`config.mk`:
```
export PLATFORM = sky130hd
export DESIGN_NAME = multi_stack_shared_array
export DESIGN_NICKNAME = d
export VERILOG_FILES = /design/src/rtl/core/mssa_pkg.sv /design/src/rtl/core/mssa_div.sv /design/src/rtl/core/mssa_mem.sv /design/src/rtl/core/multi_stack_shared_array.sv
export SDC_FILE = /design/constraint.sdc
export NUM_CORES = 2
export LEC_CHECK = 0
export BUFFER_PORTS_ARGS = -buffer_cell sky130_fd_sc_hd__buf_4
export CAP_MARGIN = 20
export CORE_UTILIZATION = 26
export DETAILED_ROUTE_END_ITERATION = 8
export SLEW_MARGIN = 15
export SYNTH_ARGS = -nofsm -noshare
export SYNTH_HDL_FRONTEND = slang
export SYNTH_HIERARCHICAL = 1
export SYNTH_SLANG_ARGS = --single-unit
export TNS_END_PERCENT = 50
```
`constraint.sdc`:
```
create_clock -name aclk -period 12.4 [get_ports aclk]
set_input_delay 0.62 -clock aclk [delete_from_list [all_inputs] [get_ports aclk]]
set_output_delay 0.62 -clock aclk [all_outputs]
set_load 0.05 [all_outputs]
```
`src/rtl/core/mssa_pkg.sv`:
```
// ----------------------------------------------------------------------------
// mssa_pkg
// Shared types and constants of the multi-stack shared array.
// ----------------------------------------------------------------------------
package mssa_pkg;

    localparam int CAP_W   = 7;
    localparam int NSTK_W  = 4;
    localparam int IDX_W   = 3;
    localparam int DATA_W  = 32;
    localparam int PADDR_W = 3;
    localparam int PDATA_W = 32;

    localparam logic [CAP_W-1:0]  CAP_RESET  = 7'd10;
    localparam logic [NSTK_W-1:0] NSTK_RESET = 4'd1;

    typedef enum logic [0:0] {
        OP_PUSH = 1'b0,
        OP_POP  = 1'b1
    } op_t;

    typedef enum logic [1:0] {
        ST_OK    = 2'd0,
        ST_FULL  = 2'd1,
        ST_EMPTY = 2'd2,
        ST_RANGE = 2'd3
    } status_t;

    typedef enum logic [0:0] {
        REG_CAPACITY   = 1'b0,
        REG_NUM_STACKS = 1'b1
    } reg_idx_t;

endpackage

```
`src/rtl/core/mssa_div.sv`:
```
// ----------------------------------------------------------------------------
// mssa_div
// Restoring divider, one quotient bit per cycle, for the per-stack size.
// ----------------------------------------------------------------------------
module mssa_div import mssa_pkg::*; #(
    parameter int PW = 7
) (
    input  logic              aclk,
    input  logic              aresetn,
    input  logic              start,
    input  logic [PW-1:0]     dividend,
    input  logic [NSTK_W-1:0] divisor,
    output logic              busy,
    output logic [PW-1:0]     quotient
);

    localparam int CW = $clog2(PW + 1);

    logic [CW-1:0]     count_reg, count_next;
    logic [PW-1:0]     quo_reg, quo_next;
    logic [NSTK_W-1:0] rem_reg, rem_next;
    logic [NSTK_W-1:0] div_reg, div_next;
    logic [NSTK_W:0]   trial;

    always_comb begin
        trial      = {rem_reg, quo_reg[PW-1]};
        count_next = count_reg;
        quo_next   = quo_reg;
        rem_next   = rem_reg;
        div_next   = div_reg;
        if (start) begin
            count_next = CW'(PW);
            quo_next   = dividend;
            rem_next   = '0;
            div_next   = divisor;
        end else if (count_reg != '0) begin
            count_next = count_reg - 1'b1;
            if (trial >= {1'b0, div_reg}) begin
                rem_next = NSTK_W'(trial - {1'b0, div_reg});
                quo_next = {quo_reg[PW-2:0], 1'b1};
            end else begin
                rem_next = trial[NSTK_W-1:0];
                quo_next = {quo_reg[PW-2:0], 1'b0};
            end
        end
    end

    always_ff @(posedge aclk) begin
        if (!aresetn) begin
            count_reg <= '0;
        end else begin
            count_reg <= count_next;
        end
    end

    always_ff @(posedge aclk) begin
        quo_reg <= quo_next;
        rem_reg <= rem_next;
        div_reg <= div_next;
    end

    assign busy     = (count_reg != '0);
    assign quotient = quo_reg;

endmodule

```
`src/rtl/core/mssa_mem.sv`:
```
// ----------------------------------------------------------------------------
// mssa_mem
// Stack data memory: one write port, one read port, registered read data.
// ----------------------------------------------------------------------------
module mssa_mem import mssa_pkg::*; #(
    parameter int DEPTH = 64,
    parameter int AW    = 6
) (
    input  logic              aclk,
    input  logic              we,
    input  logic [AW-1:0]     waddr,
    input  logic [DATA_W-1:0] wdata,
    input  logic              re,
    input  logic [AW-1:0]     raddr,
    output logic [DATA_W-1:0] rdata
);

    logic [DATA_W-1:0] mem_reg [DEPTH];
    logic [DATA_W-1:0] rdata_reg;

    always_ff @(posedge aclk) begin
        if (we) begin
            mem_reg[waddr] <= wdata;
        end
    end

    always_ff @(posedge aclk) begin
        if (re) begin
            rdata_reg <= mem_reg[raddr];
        end
    end

    assign rdata = rdata_reg;

endmodule

```
`src/rtl/core/multi_stack_shared_array.sv`:
```
// ----------------------------------------------------------------------------
// multi_stack_shared_array
// Stacks sharing one data memory in equal configured slots, rest to the last.
// ----------------------------------------------------------------------------
// One push or pop request is taken per cycle and answered with one result
// word; the result leaves from the memory read register, so a new request
// is taken while m_tready is high or no result is pending. The top pointers
// sit in a small register file updated in the same cycle as the request,
// so back-to-back requests on one stack need no stall. After reset and
// after every configuration write the block rebuilds the per-stack size
// with a bit-serial divider and takes no request until the divider is done;
// all stacks are empty afterwards.
// ----------------------------------------------------------------------------
module multi_stack_shared_array import mssa_pkg::*; #(
    parameter int MEM_DEPTH  = 64,
    parameter int MAX_STACKS = 8
) (
    input  logic               aclk,
    input  logic               aresetn,
    input  logic               s_tvalid,
    output logic               s_tready,
    input  logic [DATA_W-1:0]  s_tdata,   // push_value
    input  logic [IDX_W:0]     s_tuser,   // op, stack_index
    output logic               m_tvalid,
    input  logic               m_tready,
    output logic [DATA_W-1:0]  m_tdata,   // pop_value
    output logic [1:0]         m_tuser,   // status
    input  logic               psel,
    input  logic               penable,
    input  logic               pwrite,
    input  logic [PADDR_W-1:0] paddr,
    input  logic [PDATA_W-1:0] pwdata,
    output logic [PDATA_W-1:0] prdata,
    output logic               pready
);

    localparam int AW = $clog2(MEM_DEPTH);
    localparam int PW = $clog2(MEM_DEPTH + 1);
    localparam int SW = (MAX_STACKS > 1) ? $clog2(MAX_STACKS) : 1;
    localparam int MW = PW + IDX_W + 1;

    logic [CAP_W-1:0]  cap_reg;
    logic [NSTK_W-1:0] nstk_reg;
    logic              start_reg;
    logic              cfg_wr;
    reg_idx_t          cfg_sel;

    logic [PW-1:0]     eff_cap;
    logic [NSTK_W-1:0] eff_n;
    logic              div_busy;
    logic [PW-1:0]     slot;

    logic [PW-1:0]     ptr_reg [MAX_STACKS];
    logic [MAX_STACKS-1:0] ptr_valid_reg;

    logic              m_valid_reg;
    status_t           status_reg, status_next;
    logic              pop_ok_reg;

    op_t               op;
    logic [IDX_W-1:0]  idx;
    logic [SW-1:0]     isel;
    logic              accept;
    logic              in_range;
    logic [MW-1:0]     base_wide;
    logic [MW-1:0]     lim_wide;
    logic [PW-1:0]     base;
    logic [PW-1:0]     limit;
    logic [PW-1:0]     top;
    logic [PW-1:0]     ptr_next;
    logic              ptr_we;
    logic              mem_we;
    logic              mem_re;
    logic [DATA_W-1:0] mem_rdata;

    // configuration port
    assign pready  = 1'b1;
    assign cfg_sel = reg_idx_t'(paddr[2]);
    assign cfg_wr  = psel & penable & pwrite;

    always_comb begin
        unique case (cfg_sel)
            REG_CAPACITY:   prdata = PDATA_W'(cap_reg);
            REG_NUM_STACKS: prdata = PDATA_W'(nstk_reg);
            default:        prdata = '0;
        endcase
    end

    always_ff @(posedge aclk) begin
        if (!aresetn) begin
            cap_reg   <= CAP_RESET;
            nstk_reg  <= NSTK_RESET;
            start_reg <= 1'b1;
        end else begin
            start_reg <= cfg_wr;
            if (cfg_wr) begin
                unique case (cfg_sel)
                    REG_CAPACITY:   cap_reg  <= pwdata[CAP_W-1:0];
                    REG_NUM_STACKS: nstk_reg <= pwdata[NSTK_W-1:0];
                    default:        cap_reg  <= cap_reg;
                endcase
            end
        end
    end

    // clamp configuration to the supported range
    always_comb begin
        if (cap_reg == '0) begin
            eff_cap = PW'(1);
        end else if (int'(cap_reg) > MEM_DEPTH) begin
            eff_cap = PW'(MEM_DEPTH);
        end else begin
            eff_cap = PW'(cap_reg);
        end
        if (nstk_reg == '0) begin
            eff_n = NSTK_W'(1);
        end else if (int'(nstk_reg) > MAX_STACKS) begin
            eff_n = NSTK_W'(MAX_STACKS);
        end else begin
            eff_n = nstk_reg;
        end
    end

    mssa_div #(
        .PW(PW)
    ) u_div (
        .aclk     (aclk),
        .aresetn  (aresetn),
        .start    (start_reg),
        .dividend (eff_cap),
        .divisor  (eff_n),
        .busy     (div_busy),
        .quotient (slot)
    );

    // request decode
    assign op       = op_t'(s_tuser[0]);
    assign idx      = s_tuser[IDX_W:1];
    assign isel     = SW'(idx);
    assign s_tready = !start_reg && !div_busy && (!m_valid_reg || m_tready);
    assign accept   = s_tvalid && s_tready;
    assign in_range = ({1'b0, idx} < eff_n);

    assign base_wide = MW'(idx) * MW'(slot);
    assign lim_wide  = base_wide + MW'(slot);
    assign base      = base_wide[PW-1:0];

    always_comb begin
        if ((MW'(idx) + MW'(1)) < MW'(eff_n)) begin
            limit = lim_wide[PW-1:0];
        end else begin
            limit = eff_cap;
        end
        top = ptr_valid_reg[isel] ? ptr_reg[isel] : base;
    end

    always_comb begin
        status_next = ST_OK;
        ptr_next    = top;
        ptr_we      = 1'b0;
        mem_we      = 1'b0;
        mem_re      = 1'b0;
        priority if (!in_range) begin
            status_next = ST_RANGE;
        end else if (op == OP_PUSH) begin
            if (top >= limit) begin
                status_next = ST_FULL;
            end else begin
                ptr_next = top + 1'b1;
                ptr_we   = accept;
                mem_we   = accept;
            end
        end else begin
            if (top <= base) begin
                status_next = ST_EMPTY;
            end else begin
                ptr_next = top - 1'b1;
                ptr_we   = accept;
                mem_re   = accept;
            end
        end
    end

    // top pointer file
    always_ff @(posedge aclk) begin
        if (!aresetn) begin
            ptr_valid_reg <= '0;
        end else if (cfg_wr) begin
            ptr_valid_reg <= '0;
        end else if (ptr_we) begin
            ptr_valid_reg[isel] <= 1'b1;
        end
    end

    always_ff @(posedge aclk) begin
        if (ptr_we) begin
            ptr_reg[isel] <= ptr_next;
        end
    end

    mssa_mem #(
        .DEPTH (MEM_DEPTH),
        .AW    (AW)
    ) u_mem (
        .aclk  (aclk),
        .we    (mem_we),
        .waddr (top[AW-1:0]),
        .wdata (s_tdata),
        .re    (mem_re),
        .raddr (ptr_next[AW-1:0]),
        .rdata (mem_rdata)
    );

    // result word
    always_ff @(posedge aclk) begin
        if (!aresetn) begin
            m_valid_reg <= 1'b0;
        end else if (accept) begin
            m_valid_reg <= 1'b1;
        end else if (m_tready) begin
            m_valid_reg <= 1'b0;
        end
    end

    always_ff @(posedge aclk) begin
        if (accept) begin
            status_reg <= status_next;
            pop_ok_reg <= mem_re;
        end
    end

    assign m_tvalid = m_valid_reg;
    assign m_tuser  = status_reg;
    assign m_tdata  = pop_ok_reg ? mem_rdata : '0;

endmodule

```
==> impl_metrics.env <==
export IMPL_gr_total_overflow=0
export IMPL_fin_crit_ps=8300
export IMPL_via_per_inst=4.73
export IMPL_cpPeakStageDelay_ps=640
export IMPL_async_flop_share_pct=0
export IMPL_end_kind="flip-flop"
export IMPL_synthesis_area_um2=85100
export IMPL_drv_slew=0
export IMPL_max_vdd_ir_drop_mv=0.227
export IMPL_netlist_top_cells_area="edfxtp_1, mux4_2, mux2i_1, nor2_1, dfxtp_1"
export IMPL_grt_pass1_wl_um=305000
export IMPL_clkSinkCount=2178
export IMPL_gp_congestion=0.796
export IMPL_yosysSeqAreaShare_pct=76.6
export IMPL_synthFlopType="edfxtp_1"
export IMPL_grtUsageTotal_pct=12.7
export IMPL_num_rows=209
export IMPL_start_util_pct=26.2
export IMPL_dieArea_um2=329000
export IMPL_stdcell_count=8634
export IMPL_root_buffer="clkbuf_16"
export IMPL_antenna_found_initial=7
export IMPL_required_ps=12870
export IMPL_final_hold_viol_count=0
export IMPL_dp_final_hpwl_um=115000
export IMPL_grt_start_max_net_pins=97
export IMPL_drt_wl_total_um=213000
export IMPL_cp_arrival_ps=8770
export IMPL_die_h_um=574
export IMPL_synth_common_cells="edfxtp_1, mux4_2, nor2_1, mux2i_1, o22ai_1"
export IMPL_wl_per_cell_um=24.6
export IMPL_tightest_slew_ps=1140
export IMPL_port_buffers=93
export IMPL_io_pin_count=147
export IMPL_rsz0062_at_grt="no"
export IMPL_max_freq_mhz=120
export IMPL_path_class="flip-flop to flip-flop"
export IMPL_vias=40900
export IMPL_yosys_area_top_type="edfxtp_1"
export IMPL_stdcell_area_um2=98500
export IMPL_layout_drive_gt1_share_pct=26.7
export IMPL_r2r_slack_ps=4100
export IMPL_min_path_type="input pin to flip-flop"
export IMPL_path_cells="and2_1 -> fa_1 -> ha_1 -> fa_1 -> xnor2_1 -> inv_1 -> ha_1 -> a21o_1 -> a21oi_1 -> xnor2_1 -> mux2i_1 -> ha_1 -> a21oi_1 -> nand3_1 -> a21oi_1 -> o21a_1 -> o22ai_1 -> a21oi_4 -> buf_12 -> buf_4 -> mux4_2 -> mux4_2 -> o22ai_1 -> nor2_1"
export IMPL_clk_path_buf_depth=3
export IMPL_crit_path_max_fanout=68
export IMPL_post_cts_setup_buffers=0
export IMPL_crit_end="u_mem/rdata[6]"
export IMPL_p_clk_share_pct=28.7
export IMPL_switching_share_pct=31.4
export IMPL_pwr_density_cell_nw_per_um2=220
export IMPL_place_area_um2=91600
export IMPL_die_w_um=574
export IMPL_coreArea_um2=325000
export IMPL_first_global_vias=41500
export IMPL_critPathSlowestCell="buf_4"
export IMPL_p_sw_w=0.00680
export IMPL_first_pass_iters=6
export IMPL_syn_inst=3912
export IMPL_critical_path_buf_inv_count=3
export IMPL_cts_buffers_inserted=207
export IMPL_path_delay_family="compound AO/OA/AOI/OAI gates"
export IMPL_startpoint_type="flip-flop"
export IMPL_startpoint="u_div/quotient[2]"
export IMPL_synth_edff_count=2150
export IMPL_reg2reg_from="u_div/quotient[2]"
export IMPL_final_period_utilization_pct=66.9
export IMPL_synth_cell_types=74
export IMPL_ys_seq_elements=2178
export IMPL_synth_top_area_share_pct=75.9
export IMPL_reg2reg_to="u_mem/rdata[6]"
export IMPL_maxCapViolCount=0
export IMPL_clk_insertion_delay_late_ps=870
export IMPL_place_inst=8237
export IMPL_synth_most_common_cell="edfxtp_1"
export IMPL_cts_resized=0
export IMPL_intPower_w=0.0148
export IMPL_setup_viol=0
export IMPL_worst_path_stages=24
export IMPL_reg2reg_depth=24
export IMPL_h_tree_depth=4
export IMPL_finalNetCount=4253
export IMPL_clk_pin_slew_ps=60
export IMPL_n_fill_cell=31100
export IMPL_comb_power_share_pct=33.3
export IMPL_yosys_warnings=6
export IMPL_slew_headroom_pct=23.8
export IMPL_cts_tree="built"
export IMPL_seqPwrFrac_pct=38.0
export IMPL_drt_iter0_markers=4038
export IMPL_syn2layout_area_growth_pct=15.7
export IMPL_antenna_left=0
export IMPL_status="finished, final reports clean"
export IMPL_drc=0
export IMPL_avgSynthCellArea_um2=21.7
export IMPL_fin_skew_ps=93.0
export IMPL_largest_reg_flops=2048
export IMPL_leakage_nw=29.9
export IMPL_tns_ps=0
power by group through the flow:
stage,clock [W],sequential [W],combinational (W)
global placement,0,0.00837,0.00727
detailed placement,0,0.00837,0.00731
global route,0.00662,0.00821,0.00768
CTS,0.00633,0.00822,0.00734
floorplan,0,0.00837,0.00511
finish,0.00621,0.00822,0.00722
worst reg2reg max path: stages, from the launching register on:
cell and delay, ps:
edfxtp_1 480, and2_1 220, fa_1 470, ha_1 230, fa_1 470, xnor2_1 400
inv_1 90, ha_1 330, a21o_1 170, a21oi_1 170, xnor2_1 150, mux2i_1 140
ha_1 380, a21oi_1 170, nand3_1 100, a21oi_1 320, o21a_1 230, o22ai_1 140
a21oi_4 410, buf_12 450, buf_4 710, mux4_2 440, mux4_2 480, o22ai_1 530
nor2_1 260
worst min path at each step:
stage / startpoint / to / cells after the start
6_report: pwdata[5] / cap_reg[5] / 3
5_1_grt: pwdata[5] / cap_reg[5] / 3
4_1_cts: pwdata[5] / cap_reg[5] / 3
3_5_place_dp: ptr_valid_reg[6] / ptr_valid_reg[6] / 1
3_3_place_gp: ptr_valid_reg[6] / ptr_valid_reg[6] / 1
2_1_floorplan: ptr_valid_reg[7] / ptr_valid_reg[7] / 2
per-layer routing:
metal | GRT usage, % | share of wire (%) | wire, µm
met4 | 2.91 | 1.9 | 4000
met2 | 20.9 | 49 | 104000
met5 | 0 | 0.021 | 44
met3 | 2.48 | 7.1 | 15200
met1 | 17.3 | 42 | 89800
placed cells by master (no fill, tap or decap), types with 11 or more instances in the layout:
cell type / synthesis / layout
nor2_1: 168 / 104
nor2b_1: 34 / 33
clkinv_1: 0 / 61
nor2_4: 0 / 63
a22oi_1: 14 / 14
conb_1: 2 / 26
nand2_1: 67 / 67
nand3_1: 13 / 13
mux2_2: 18 / 18
and2_1: 39 / 39
clkbuf_1: 88 / 39
clkinv_2: 0 / 32
mux4_2: 549 / 549
edfxtp_1: 2150 / 2150
mux2i_1: 116 / 116
clkbuf_16: 0 / 208
buf_4: 53 / 194
buf_12: 0 / 14
nand2b_1: 12 / 11
nor3_1: 18 / 16
ha_1: 38 / 38
bufinv_16: 0 / 17
inv_1: 37 / 37
o22ai_1: 89 / 89
o221ai_1: 27 / 27
dfxtp_1: 28 / 28
a21oi_1: 86 / 85
logic make-up (layout without fill, tap and decap cells):
logic type | Yosys count | in the layout | synth area share, %
buffers and inverters | 273 | 640 | 1.60
AOI/OAI and AO/OA | 308 | 308 | 2.47
adders and majority gates | 45 | 45 | 0.724
and+or+nand+nor | 400 | 400 | 2.25
DFF | 2178 | 2178 | 76.6
xor gates and xnor gates | 20 | 20 | 0.206
other | 2 | 32 | 0.00883
muxes | 686 | 686 | 16.2
final cells by class:
type	count	area (µm²)	share of cell area, %
inverter	40	150	0.153
antenna	6	15.0	0.0153
timing repair buffer	218	1830	1.86
sequential	2178	65100	66.1
multi-input combinational	1485	19200	19.5
tap	4325	5410	5.50
clock inverter	135	1350	1.37
clock buffer	247	5350	5.44
through the flow:
step	utilization, %	setup WS, ps	total power [W]	hold WS, ps
after CTS	30.3	4150	0.0219	5.52
final	30.3	4100	0.0216	65.5
after global routing	30.3	3750	0.0225	46.4
after detailed placement	28.2	3320	0.0157	452
after global placement	28.2	2890	0.0156	442
after floorplan	-	4570	0.0135	432
repair_timing:
action	in CTS	in global routing
hold buffers	9	0
endpoints found under the setup margin	0	0
hold endpoints to repair	9	0
Note: power is estimated with default switching activity, not from simulation.
